==> src/hw/rtl/simple_glyph_outline_decoder_macros.svh <==
// ---------------------------------------------------------------------------
// Assertion macros for the simple glyph outline decoder.
// Both macros sample on clk and are disabled while rst_n is low.
// ---------------------------------------------------------------------------
`ifndef SIMPLE_GLYPH_OUTLINE_DECODER_MACROS_SVH
`define SIMPLE_GLYPH_OUTLINE_DECODER_MACROS_SVH

// Check that a condition implies another in the same cycle
`define SGOD_ASSERT_IMPLIES(lbl, ante, cons, msg) \
    lbl: assert property (@(posedge clk) disable iff (!rst_n) (ante) |-> (cons)) \
        else $error(msg);

// Check that a condition never holds
`define SGOD_ASSERT_NEVER(lbl, cond, msg) \
    lbl: assert property (@(posedge clk) disable iff (!rst_n) !(cond)) \
        else $error(msg);

`endif

==> src/hw/rtl/sgod_pkg.sv <==
// ---------------------------------------------------------------------------
// sgod_pkg
// Result kinds, status codes and flag bit positions of the glyph decoder.
// ---------------------------------------------------------------------------
package sgod_pkg;

    typedef logic [1:0] kind_t;
    typedef logic [2:0] status_t;

    localparam kind_t KIND_HEADER  = 2'd0;
    localparam kind_t KIND_CONTOUR = 2'd1;
    localparam kind_t KIND_POINT   = 2'd2;

    localparam status_t ST_OK        = 3'd0;
    localparam status_t ST_EMPTY     = 3'd1;
    localparam status_t ST_COMPOSITE = 3'd2;
    localparam status_t ST_RESERVED  = 3'd3;
    localparam status_t ST_OVERRUN   = 3'd4;
    localparam status_t ST_TOO_MANY  = 3'd5;

    // Point flag bits
    localparam int FB_ON       = 0;
    localparam int FB_XSHORT   = 1;
    localparam int FB_YSHORT   = 2;
    localparam int FB_REPEAT   = 3;
    localparam int FB_XSAME    = 4;
    localparam int FB_YSAME    = 5;
    localparam int FB_RESERVED = 7;

    localparam logic [2:0] LAST_HEADER_WORD = 3'd4;

endpackage

==> src/hw/rtl/sgod_in_if.sv <==
// ---------------------------------------------------------------------------
// sgod_in_if
// Byte stream channel into the glyph decoder.
// ---------------------------------------------------------------------------
interface sgod_in_if;
    logic       valid;
    logic       ready;
    logic [7:0] data_byte;
    logic       first_byte;

    modport source (output valid, output data_byte, output first_byte, input ready);
    modport sink   (input valid, input data_byte, input first_byte, output ready);
endinterface

==> src/hw/rtl/sgod_out_if.sv <==
// ---------------------------------------------------------------------------
// sgod_out_if
// Result channel out of the glyph decoder.
// ---------------------------------------------------------------------------
interface sgod_out_if;
    logic               valid;
    logic               ready;
    logic [1:0]         kind;
    logic [15:0]        index;
    logic signed [16:0] value_a;
    logic signed [15:0] value_b;
    logic               on_curve;
    logic [2:0]         status;
    logic               last;

    modport source (output valid, output kind, output index, output value_a,
                    output value_b, output on_curve, output status, output last,
                    input ready);
    modport sink   (input valid, input kind, input index, input value_a,
                    input value_b, input on_curve, input status, input last,
                    output ready);
endinterface

==> src/hw/rtl/simple_glyph_outline_decoder.sv <==
// ---------------------------------------------------------------------------
// simple_glyph_outline_decoder
// Decodes a simple glyph record byte by byte into header words, contour
// end points and points with x, y and on-curve bit.
// ---------------------------------------------------------------------------
// Input: a byte is taken whenever the output register is free and the
// sequencer is in a state that waits for input. A repeat count of n holds
// input while the flag memory is filled with n more copies of the flag,
// one entry a cycle. Every point of the x and y passes goes through a
// registered flag/x memory read and its evaluation; a point that takes a
// delta then waits for its byte, or for two bytes for a word delta.
// Points that need no delta byte are decoded from the memories without
// taking input, and a y point also waits while the output register is
// held. Up to MAX_POINTS points are held; more gives status 5 on the
// final contour result.
module simple_glyph_outline_decoder #(
    parameter int MAX_POINTS = 64
) (
    input  logic        clk,
    input  logic        rst_n,
    sgod_in_if.sink     in_ch,
    sgod_out_if.source  out_ch
);
    import sgod_pkg::*;

    localparam int PW = $clog2(MAX_POINTS + 1);
    localparam int AW = $clog2(MAX_POINTS);

    typedef enum logic [3:0] {
        S_IDLE, S_HEADER, S_ENDPTS, S_ILEN, S_SKIP, S_FLAGS, S_REPEAT, S_RFILL,
        S_XRD, S_XEVAL, S_XW, S_YRD, S_YEVAL, S_YW
    } state_t;

    state_t      state_reg;
    logic [7:0]  hold_reg;
    logic        tog_reg;
    logic [2:0]  hc_reg;
    logic [15:0] ct_reg;
    logic [14:0] cc_reg;
    logic [PW-1:0] pt_reg;
    logic [PW-1:0] pc_reg;
    logic [15:0] skip_reg;
    logic [5:0]  rep_hold_reg;
    logic [7:0]  rep_left_reg;
    logic [15:0] rc_reg;

    // Output register
    logic               ov_reg;
    kind_t              o_kind_reg;
    logic [15:0]        o_index_reg;
    logic signed [16:0] o_a_reg;
    logic signed [15:0] o_b_reg;
    logic               o_on_reg;
    status_t            o_status_reg;
    logic               o_last_reg;

    // Memories
    logic [5:0]  flag_mem [MAX_POINTS];
    logic [15:0] x_mem [MAX_POINTS];
    logic [5:0]  flag_q;
    logic [15:0] x_q;
    logic [AW-1:0] addr;

    logic        slot_free, waiting, in_fire, byte_go, first;
    logic [7:0]  din;
    logic [15:0] word;
    logic        short_d, pos_d, delta_done;
    logic [15:0] coord_new;
    logic        pt_last;
    logic        x_byteless, y_byteless;
    logic        flag_we, x_we;
    logic [5:0]  flag_wdata;
    logic [15:0] x_wdata;

    logic        em_valid, em_last;
    kind_t       em_kind;
    logic [15:0] em_index;
    logic [16:0] em_a;
    logic [15:0] em_b;
    logic        em_on;
    status_t     em_status;

    // Handshake
    assign slot_free = !ov_reg || out_ch.ready;
    assign waiting = (state_reg == S_IDLE) || (state_reg == S_HEADER)
                  || (state_reg == S_ENDPTS) || (state_reg == S_ILEN)
                  || (state_reg == S_SKIP) || (state_reg == S_FLAGS)
                  || (state_reg == S_REPEAT) || (state_reg == S_XW)
                  || (state_reg == S_YW);
    assign in_ch.ready = waiting && slot_free;
    assign in_fire = in_ch.valid && in_ch.ready;
    assign first = in_ch.first_byte;
    assign din = in_ch.data_byte;
    assign byte_go = in_fire && !first;
    assign word = {hold_reg, din};
    assign addr = pc_reg[AW-1:0];

    // Delta arithmetic for the x and y passes
    always_comb
    begin
        if (state_reg == S_XW)
        begin
            short_d = flag_q[FB_XSHORT];
            pos_d   = flag_q[FB_XSAME];
        end
        else
        begin
            short_d = flag_q[FB_YSHORT];
            pos_d   = flag_q[FB_YSAME];
        end
        if (short_d)
            coord_new = pos_d ? rc_reg + {8'd0, din} : rc_reg - {8'd0, din};
        else
            coord_new = rc_reg + word;
        delta_done = short_d || tog_reg;
    end

    assign x_byteless = flag_q[FB_XSAME] && !flag_q[FB_XSHORT];
    assign y_byteless = flag_q[FB_YSAME] && !flag_q[FB_YSHORT];
    assign pt_last = ((PW+1)'(pc_reg) + (PW+1)'(1)) == (PW+1)'(pt_reg);

    // Result selection
    always_comb
    begin
        em_valid  = 1'b0;
        em_kind   = KIND_HEADER;
        em_index  = 16'd0;
        em_a      = 17'd0;
        em_b      = 16'd0;
        em_on     = 1'b0;
        em_status = ST_OK;
        em_last   = 1'b0;
        unique case (state_reg)
            S_HEADER:
                if (byte_go && tog_reg)
                begin
                    em_valid = 1'b1;
                    em_index = {13'd0, hc_reg};
                    em_a     = {word[15], word};
                    if (hc_reg == LAST_HEADER_WORD)
                    begin
                        if (ct_reg == 16'd0)
                        begin
                            em_status = ST_EMPTY;
                            em_last   = 1'b1;
                        end
                        else if (ct_reg[15])
                        begin
                            em_status = ST_COMPOSITE;
                            em_last   = 1'b1;
                        end
                    end
                end
            S_ENDPTS:
                if (byte_go && tog_reg)
                begin
                    em_valid = 1'b1;
                    em_kind  = KIND_CONTOUR;
                    em_index = {1'b0, cc_reg};
                    em_a     = {1'b0, word};
                    if ({1'b0, cc_reg} + 16'd1 >= ct_reg
                        && {1'b0, word} + 17'd1 > 17'(MAX_POINTS))
                    begin
                        em_status = ST_TOO_MANY;
                        em_last   = 1'b1;
                    end
                end
            S_FLAGS:
                if (byte_go && din[FB_RESERVED])
                begin
                    em_valid  = 1'b1;
                    em_kind   = KIND_POINT;
                    em_index  = 16'(pc_reg);
                    em_status = ST_RESERVED;
                    em_last   = 1'b1;
                end
            S_REPEAT:
                if (byte_go && (17'(pc_reg) + 17'(din) > 17'(pt_reg)))
                begin
                    em_valid  = 1'b1;
                    em_kind   = KIND_POINT;
                    em_index  = 16'(pc_reg);
                    em_status = ST_OVERRUN;
                    em_last   = 1'b1;
                end
            S_YEVAL:
                if (y_byteless && slot_free)
                begin
                    em_valid = 1'b1;
                    em_kind  = KIND_POINT;
                    em_index = 16'(pc_reg);
                    em_a     = {x_q[15], x_q};
                    em_b     = rc_reg;
                    em_on    = flag_q[FB_ON];
                    em_last  = pt_last;
                end
            S_YW:
                if (byte_go && delta_done)
                begin
                    em_valid = 1'b1;
                    em_kind  = KIND_POINT;
                    em_index = 16'(pc_reg);
                    em_a     = {x_q[15], x_q};
                    em_b     = coord_new;
                    em_on    = flag_q[FB_ON];
                    em_last  = pt_last;
                end
            default: ;
        endcase
    end

    // Memory write controls
    always_comb
    begin
        flag_we    = 1'b0;
        flag_wdata = rep_hold_reg;
        x_we       = 1'b0;
        x_wdata    = coord_new;
        case (state_reg)
            S_FLAGS:
            begin
                flag_we    = byte_go && !din[FB_RESERVED];
                flag_wdata = din[5:0];
            end
            S_RFILL:
                flag_we = (rep_left_reg != 8'd0);
            S_XEVAL:
            begin
                x_we    = (pc_reg < pt_reg) && x_byteless;
                x_wdata = rc_reg;
            end
            S_XW:
                x_we = byte_go && delta_done;
            default: ;
        endcase
    end

    // Flag and x memories, registered read at the current point
    always_ff @(posedge clk)
    begin
        if (flag_we)
            flag_mem[addr] <= flag_wdata;
        if (x_we)
            x_mem[addr] <= x_wdata;
        flag_q <= flag_mem[addr];
        x_q    <= x_mem[addr];
    end

    // Sequencer and output register
    always_ff @(posedge clk or negedge rst_n)
    begin
        if (!rst_n)
        begin
            state_reg    <= S_IDLE;
            hold_reg     <= 8'd0;
            tog_reg      <= 1'b0;
            hc_reg       <= 3'd0;
            ct_reg       <= 16'd0;
            cc_reg       <= 15'd0;
            pt_reg       <= '0;
            pc_reg       <= '0;
            skip_reg     <= 16'd0;
            rep_hold_reg <= 6'd0;
            rep_left_reg <= 8'd0;
            rc_reg       <= 16'd0;
            ov_reg       <= 1'b0;
        end
        else
        begin
            // Drain the output register, load a new transaction
            if (out_ch.ready)
                ov_reg <= 1'b0;
            if (em_valid)
            begin
                ov_reg       <= 1'b1;
                o_kind_reg   <= em_kind;
                o_index_reg  <= em_index;
                o_a_reg      <= em_a;
                o_b_reg      <= em_b;
                o_on_reg     <= em_on;
                o_status_reg <= em_status;
                o_last_reg   <= em_last;
            end

            if (in_fire && first)
            begin
                // Start a new record with this byte as the first high byte
                state_reg <= S_HEADER;
                hold_reg  <= din;
                tog_reg   <= 1'b1;
                hc_reg    <= 3'd0;
                cc_reg    <= 15'd0;
                pc_reg    <= '0;
                rc_reg    <= 16'd0;
            end
            else
            begin
                unique case (state_reg)
                    S_IDLE: ;
                    S_HEADER:
                        if (byte_go)
                        begin
                            hold_reg <= din;
                            tog_reg  <= !tog_reg;
                            if (tog_reg)
                            begin
                                if (hc_reg == 3'd0)
                                    ct_reg <= word;
                                if (hc_reg == LAST_HEADER_WORD)
                                begin
                                    cc_reg    <= 15'd0;
                                    state_reg <= em_last ? S_IDLE : S_ENDPTS;
                                end
                                else
                                    hc_reg <= hc_reg + 3'd1;
                            end
                        end
                    S_ENDPTS:
                        if (byte_go)
                        begin
                            hold_reg <= din;
                            tog_reg  <= !tog_reg;
                            if (tog_reg)
                            begin
                                cc_reg <= cc_reg + 15'd1;
                                if ({1'b0, cc_reg} + 16'd1 >= ct_reg)
                                begin
                                    pt_reg    <= PW'({1'b0, word} + 17'd1);
                                    state_reg <= em_last ? S_IDLE : S_ILEN;
                                end
                            end
                        end
                    S_ILEN:
                        if (byte_go)
                        begin
                            hold_reg <= din;
                            tog_reg  <= !tog_reg;
                            if (tog_reg)
                            begin
                                skip_reg  <= word;
                                pc_reg    <= '0;
                                state_reg <= (word != 16'd0) ? S_SKIP : S_FLAGS;
                            end
                        end
                    S_SKIP:
                        if (byte_go)
                        begin
                            skip_reg <= skip_reg - 16'd1;
                            if (skip_reg == 16'd1)
                                state_reg <= S_FLAGS;
                        end
                    S_FLAGS:
                        if (byte_go)
                        begin
                            if (din[FB_RESERVED])
                                state_reg <= S_IDLE;
                            else
                            begin
                                pc_reg <= pc_reg + PW'(1);
                                if (din[FB_REPEAT])
                                begin
                                    rep_hold_reg <= din[5:0];
                                    state_reg    <= S_REPEAT;
                                end
                                else if ((PW+1)'(pc_reg) + (PW+1)'(1)
                                         >= (PW+1)'(pt_reg))
                                begin
                                    pc_reg    <= '0;
                                    rc_reg    <= 16'd0;
                                    tog_reg   <= 1'b0;
                                    state_reg <= S_XRD;
                                end
                            end
                        end
                    S_REPEAT:
                        if (byte_go)
                        begin
                            if (em_valid)
                                state_reg <= S_IDLE;
                            else
                            begin
                                rep_left_reg <= din;
                                state_reg    <= S_RFILL;
                            end
                        end
                    S_RFILL:
                        if (rep_left_reg != 8'd0)
                        begin
                            rep_left_reg <= rep_left_reg - 8'd1;
                            pc_reg       <= pc_reg + PW'(1);
                        end
                        else if (pc_reg >= pt_reg)
                        begin
                            pc_reg    <= '0;
                            rc_reg    <= 16'd0;
                            tog_reg   <= 1'b0;
                            state_reg <= S_XRD;
                        end
                        else
                            state_reg <= S_FLAGS;
                    S_XRD:
                        state_reg <= S_XEVAL;
                    S_XEVAL:
                        if (pc_reg >= pt_reg)
                        begin
                            pc_reg    <= '0;
                            rc_reg    <= 16'd0;
                            tog_reg   <= 1'b0;
                            state_reg <= S_YRD;
                        end
                        else if (x_byteless)
                        begin
                            pc_reg    <= pc_reg + PW'(1);
                            state_reg <= S_XRD;
                        end
                        else
                            state_reg <= S_XW;
                    S_XW:
                        if (byte_go)
                        begin
                            hold_reg <= din;
                            if (!short_d)
                                tog_reg <= !tog_reg;
                            if (delta_done)
                            begin
                                rc_reg    <= coord_new;
                                pc_reg    <= pc_reg + PW'(1);
                                state_reg <= S_XRD;
                            end
                        end
                    S_YRD:
                        state_reg <= S_YEVAL;
                    S_YEVAL:
                        if (!y_byteless)
                            state_reg <= S_YW;
                        else if (slot_free)
                        begin
                            pc_reg    <= pc_reg + PW'(1);
                            state_reg <= pt_last ? S_IDLE : S_YRD;
                        end
                    S_YW:
                        if (byte_go)
                        begin
                            hold_reg <= din;
                            if (!short_d)
                                tog_reg <= !tog_reg;
                            if (delta_done)
                            begin
                                rc_reg    <= coord_new;
                                pc_reg    <= pc_reg + PW'(1);
                                state_reg <= pt_last ? S_IDLE : S_YRD;
                            end
                        end
                    default:
                        state_reg <= S_IDLE;
                endcase
            end
        end
    end

    assign out_ch.valid    = ov_reg;
    assign out_ch.kind     = o_kind_reg;
    assign out_ch.index    = o_index_reg;
    assign out_ch.value_a  = o_a_reg;
    assign out_ch.value_b  = o_b_reg;
    assign out_ch.on_curve = o_on_reg;
    assign out_ch.status   = o_status_reg;
    assign out_ch.last     = o_last_reg;

`include "simple_glyph_outline_decoder_macros.svh"

    `SGOD_ASSERT_IMPLIES(a_ready_slot, in_ch.ready, slot_free, "byte taken with output blocked")
    `SGOD_ASSERT_NEVER(a_pc_range, pc_reg > PW'(MAX_POINTS), "point counter beyond capacity")
    `SGOD_ASSERT_IMPLIES(a_emit_free, em_valid, slot_free, "result produced with output blocked")

endmodule
==> src/flat_wrapper.sv <==
// flat-port wrapper written by rule: the top's interface ports become plain ports
module simple_glyph_outline_decoder_flat import sgod_pkg::*;
#(
    parameter int MAX_POINTS = 64
)
  (clk, rst_n, in_ch_valid, in_ch_data_byte, in_ch_first_byte, in_ch_ready, out_ch_valid, out_ch_kind, out_ch_index, out_ch_value_a, out_ch_value_b, out_ch_on_curve, out_ch_status, out_ch_last, out_ch_ready);
  sgod_in_if in_ch_i ();
  sgod_out_if out_ch_i ();
  input  logic clk;
  input  logic rst_n;
  input wire logic [$bits(in_ch_i.valid)-1:0] in_ch_valid;
  input wire logic [$bits(in_ch_i.data_byte)-1:0] in_ch_data_byte;
  input wire logic [$bits(in_ch_i.first_byte)-1:0] in_ch_first_byte;
  output wire logic [$bits(in_ch_i.ready)-1:0] in_ch_ready;
  output wire logic [$bits(out_ch_i.valid)-1:0] out_ch_valid;
  output wire logic [$bits(out_ch_i.kind)-1:0] out_ch_kind;
  output wire logic [$bits(out_ch_i.index)-1:0] out_ch_index;
  output wire logic [$bits(out_ch_i.value_a)-1:0] out_ch_value_a;
  output wire logic [$bits(out_ch_i.value_b)-1:0] out_ch_value_b;
  output wire logic [$bits(out_ch_i.on_curve)-1:0] out_ch_on_curve;
  output wire logic [$bits(out_ch_i.status)-1:0] out_ch_status;
  output wire logic [$bits(out_ch_i.last)-1:0] out_ch_last;
  input wire logic [$bits(out_ch_i.ready)-1:0] out_ch_ready;
  assign in_ch_i.valid = in_ch_valid;
  assign in_ch_i.data_byte = in_ch_data_byte;
  assign in_ch_i.first_byte = in_ch_first_byte;
  assign in_ch_ready = in_ch_i.ready;
  assign out_ch_valid = out_ch_i.valid;
  assign out_ch_kind = out_ch_i.kind;
  assign out_ch_index = out_ch_i.index;
  assign out_ch_value_a = out_ch_i.value_a;
  assign out_ch_value_b = out_ch_i.value_b;
  assign out_ch_on_curve = out_ch_i.on_curve;
  assign out_ch_status = out_ch_i.status;
  assign out_ch_last = out_ch_i.last;
  assign out_ch_i.ready = out_ch_ready;
  simple_glyph_outline_decoder #(.MAX_POINTS(MAX_POINTS)) u_core (.clk(clk), .rst_n(rst_n), .in_ch(in_ch_i), .out_ch(out_ch_i));
endmodule
==> config.mk <==
export PLATFORM = sky130hd
export DESIGN_NAME = simple_glyph_outline_decoder_flat
export DESIGN_NICKNAME = d
export VERILOG_FILES = /design/src/hw/rtl/sgod_pkg.sv /design/src/hw/rtl/sgod_in_if.sv /design/src/hw/rtl/sgod_out_if.sv /design/src/hw/rtl/simple_glyph_outline_decoder.sv /design/src/flat_wrapper.sv
export VERILOG_INCLUDE_DIRS = /design/src /design/src/hw/rtl
export SDC_FILE = /design/constraint.sdc
export NUM_CORES = 2
export LEC_CHECK = 0
export ABC_CLOCK_PERIOD_IN_PS = 8000
export BUFFER_PORTS_ARGS = -buffer_cell sky130_fd_sc_hd__buf_2
export CAP_MARGIN = 20
export CORE_ASPECT_RATIO = 0.9
export CORE_MARGIN = 1
export CORE_UTILIZATION = 62
export DETAILED_ROUTE_END_ITERATION = 7
export PLACE_DENSITY = 0.76
export SYNTH_ARGS = -nofsm -noshare
export SYNTH_HDL_FRONTEND = slang
export SYNTH_SLANG_ARGS = --single-unit
==> constraint.sdc <==
create_clock -name clk -period 8 [get_ports clk]
set_input_delay 2 -clock clk [delete_from_list [all_inputs] [get_ports clk]]
set_output_delay 2 -clock clk [all_outputs]
set_load 0.02 [all_outputs]
==> flow_summary.ini <==
[worst_setup_path]
cpPeakStageDelay_ps = 900
timing_worst_setup_path_type = register to register
worst-path-buf-inv = 1
r2r_slack_ps = 2000
crit_slowest_cell = a21oi_4
critical-path-top-delay-family = compound AO/OA/AOI/OAI gates
endpoint_kind = register
crit_fanout = 41
worstSetupStartpointType = register
crit_chain = and4bb_1 -> mux2i_1 -> nand2_1 -> mux2_2 -> ha_1 -> a211oi_1 -> o21ai_0 -> a221oi_1 -> a21oi_1 -> xnor2_1 -> a21oi_4 -> buf_4
cp.required_ps = 8590
cp.arrival_ps = 6590

[run_status]
status = finished, final reports clean

[power]
power.switching_mw = 3.86
max-vdd-ir-drop_v = 0.000202
swShare = 0.226
cellLeakagePower_nw = 22.2
pwr-share-clk = 0.410
combPwrFrac = 0.056
intPower_mw = 13.2
pwr-share-seq = 0.535
powerDensity_nw_per_um2 = 253

[drt]
wl_mm = 168
drc = 0
drt_iter0_markers = 6060
vias = 38200
firstDrtPassIters = 7
routed_via_density = 7.14
routedWlPerCell_um = 31.5
detail-route-antenna-nets = 0

[cells_and_area]
largest_register = u_core.x_mem
area_growth_pct = 12.0
final_util = 0.706
finalInstanceArea_um2 = 67300
most-common-layout-cells = edfxtp_1 (1399), a22oi_1 (613), nor2_1 (230)
fillers = 5865
largest_register_ffs = 1024
drive_gt1_frac = 0.122
nets = 4065
final_common_cell = edfxtp_1

[clock_network]
clk_latency_ps = 780
holdBufCountCts = 0
cts_tree = built
clkTransAtPathRegs_ps = 60
cts_resized = 0
clock-sinks = 1527
h-tree-depth = 4
cts_max_path_buffers = 3
cts-buffers-inserted = 142
post-cts-setup-buffer-count = 0
cts_root_buf = clkbuf_16

[sta]
setup_tns_ps = 0
skew_ps = 40.5
layout_min_cycle_time_ps = 6000
rsz0062_at_grt = no
slew_headroom = 0.207
tightest_slew_ps = 1190
hold_violations = 0
drv_slew = 0
setup-violations-final = 0
fmax_mhz = 167
fin_crit_sh = 0.750

[logic_synthesis]
synthesis.nets = 3972
synth_edf_count = 1399
avgSynthCellArea_um2 = 15.5
synthArstFlopShare = 0.0701
synth_cell_types = 82
yosysTopAreaCellShare = 0.699
synthTopCellsByArea = edfxtp_1 (70%), a22oi_1 (7.7%), dfrtp_1 (4.5%), a41oi_1 (1.5%), nor2_1 (1.5%)
synthesis.area_um2 = 60100
synth_cells = 3887
synth_ff_type = edfxtp_1
yosysSeqAreaShare = 0.750
synth_largest_area_cell = edfxtp_1
yosysWarnings = 0
ys_seq_elements = 1527

[global_routing]
track_usage = 0.344
grt_pass1_wl_mm = 245
grt_max_degree = 113
antenna_found_initial = 2
grt_overflow = 0
grt_pass1_vias = 36700
grtUsageMet2 = 0.521
met3_usage = 0.0766
grt_busiest_layer = met2
grt_use_met1 = 0.480

[min_path]
min_path_type = register to register

[floorplanning]
die_w_um = 330
floorplan.initialDensity = 0.631
fp.dieH_um = 297
core_area_um2 = 95300
ios = 71
rows = 107
dieArea_um2 = 98200

[place]
gp_congestion = 0.974
placed_area_um2 = 62400
dp_hpwl_mm = 97.0
port_buffers = 69

[job]
cap_violations = 0
-- worst min-delay path, cell delays in order, from the launching register on --
cell	delay, ps
dfrtp_1	340
nand2_1	50
o21ai_0	60
-- kinds of logic after synthesis --
group	synth area share
xor gates and xnor gates	0.00685
DFF	0.750
adders and majority gates	0.0152
and+or+nand+nor	0.0534
muxes	0.00497
other	0.0000624
AOI/OAI and AO/OA	0.149
buffers and inverters	0.0206
-- cells in the mapped netlist, drive strengths merged, types with 28 or more instances --
| cell type | instances |
|---|---|
| a41oi | 104 |
| a22oi | 613 |
| a31oi | 28 |
| clkbuf | 205 |
| a22o | 72 |
| nor2 | 237 |
| inv | 57 |
| dfrtp | 107 |
| nor3 | 32 |
| nand3 | 73 |
| nand2 | 149 |
| edfxtp | 1399 |
| a21oi | 86 |
| a221oi | 38 |
| nand4 | 52 |
| ha | 70 |
| nor4 | 39 |
| buf | 54 |
| o21ai | 143 |
-- power groups by stage --
stage	logic, mW	registers [mW]	clock network [mW]
after floorplan	0.643	9.19	0
after detailed placement	0.911	9.27	0
after global routing	1.03	9.12	7.31
after global placement	0.895	9.27	0
final	0.952	9.12	6.99
after CTS	0.917	9.10	7.01
-- path summary, 6_finish.rpt --
kind	from	to	cells past startpoint
setup reg to reg	u_core.state_reg[3]	u_core.x_mem[10][11]	12
min in group asynchronous	rst_n	u_core.cc_reg[1]	1
hold / removal	u_core.rep_hold_reg[5]	u_core.rep_hold_reg[5]	2
hold reg to reg	u_core.rep_hold_reg[5]	u_core.rep_hold_reg[5]	2
max in group asynchronous	rst_n	u_core.pc_reg[3]	2
setup / recovery	u_core.state_reg[3]	u_core.x_mem[10][11]	12
-- per-stage QoR --
stage                     hold slack [ps]  power [mW]  setup WS [ps]  cells
final                                 487        17.1           2000   5350
after global routing                  513        17.5           1770   5349
after CTS                             484        17.0           2020   5342
after detailed placement              472        10.2           1290   5082
after global placement                463        10.2           1440   5080
after floorplan                       450        9.84            213   3887
-- final cells by class --
| type | instances | area [µm²] | area share |
|---|---|---|---|
| sequential | 1527 | 45100 | 0.670 |
| multi-input combinational | 2043 | 14100 | 0.209 |
| clock buffer | 182 | 3810 | 0.0567 |
| tap | 1253 | 1570 | 0.0233 |
| timing repair buffer | 208 | 1540 | 0.0228 |
| clock inverter | 78 | 1030 | 0.0153 |
| inverter | 58 | 218 | 0.00323 |
| antenna | 1 | 2.50 | 0.0000372 |
-- layer usage --
| metal | routed length (µm) | vias to the layer above |
|---|---|---|
| li1 | - | 16000 |
| met1 | 62700 | 18900 |
| met2 | 77800 | 2867 |
| met3 | 20200 | 441 |
| met4 | 7630 | 2 |
| met5 | 13 | - |
No activity file was read; power rests on OpenSTA's default activity.
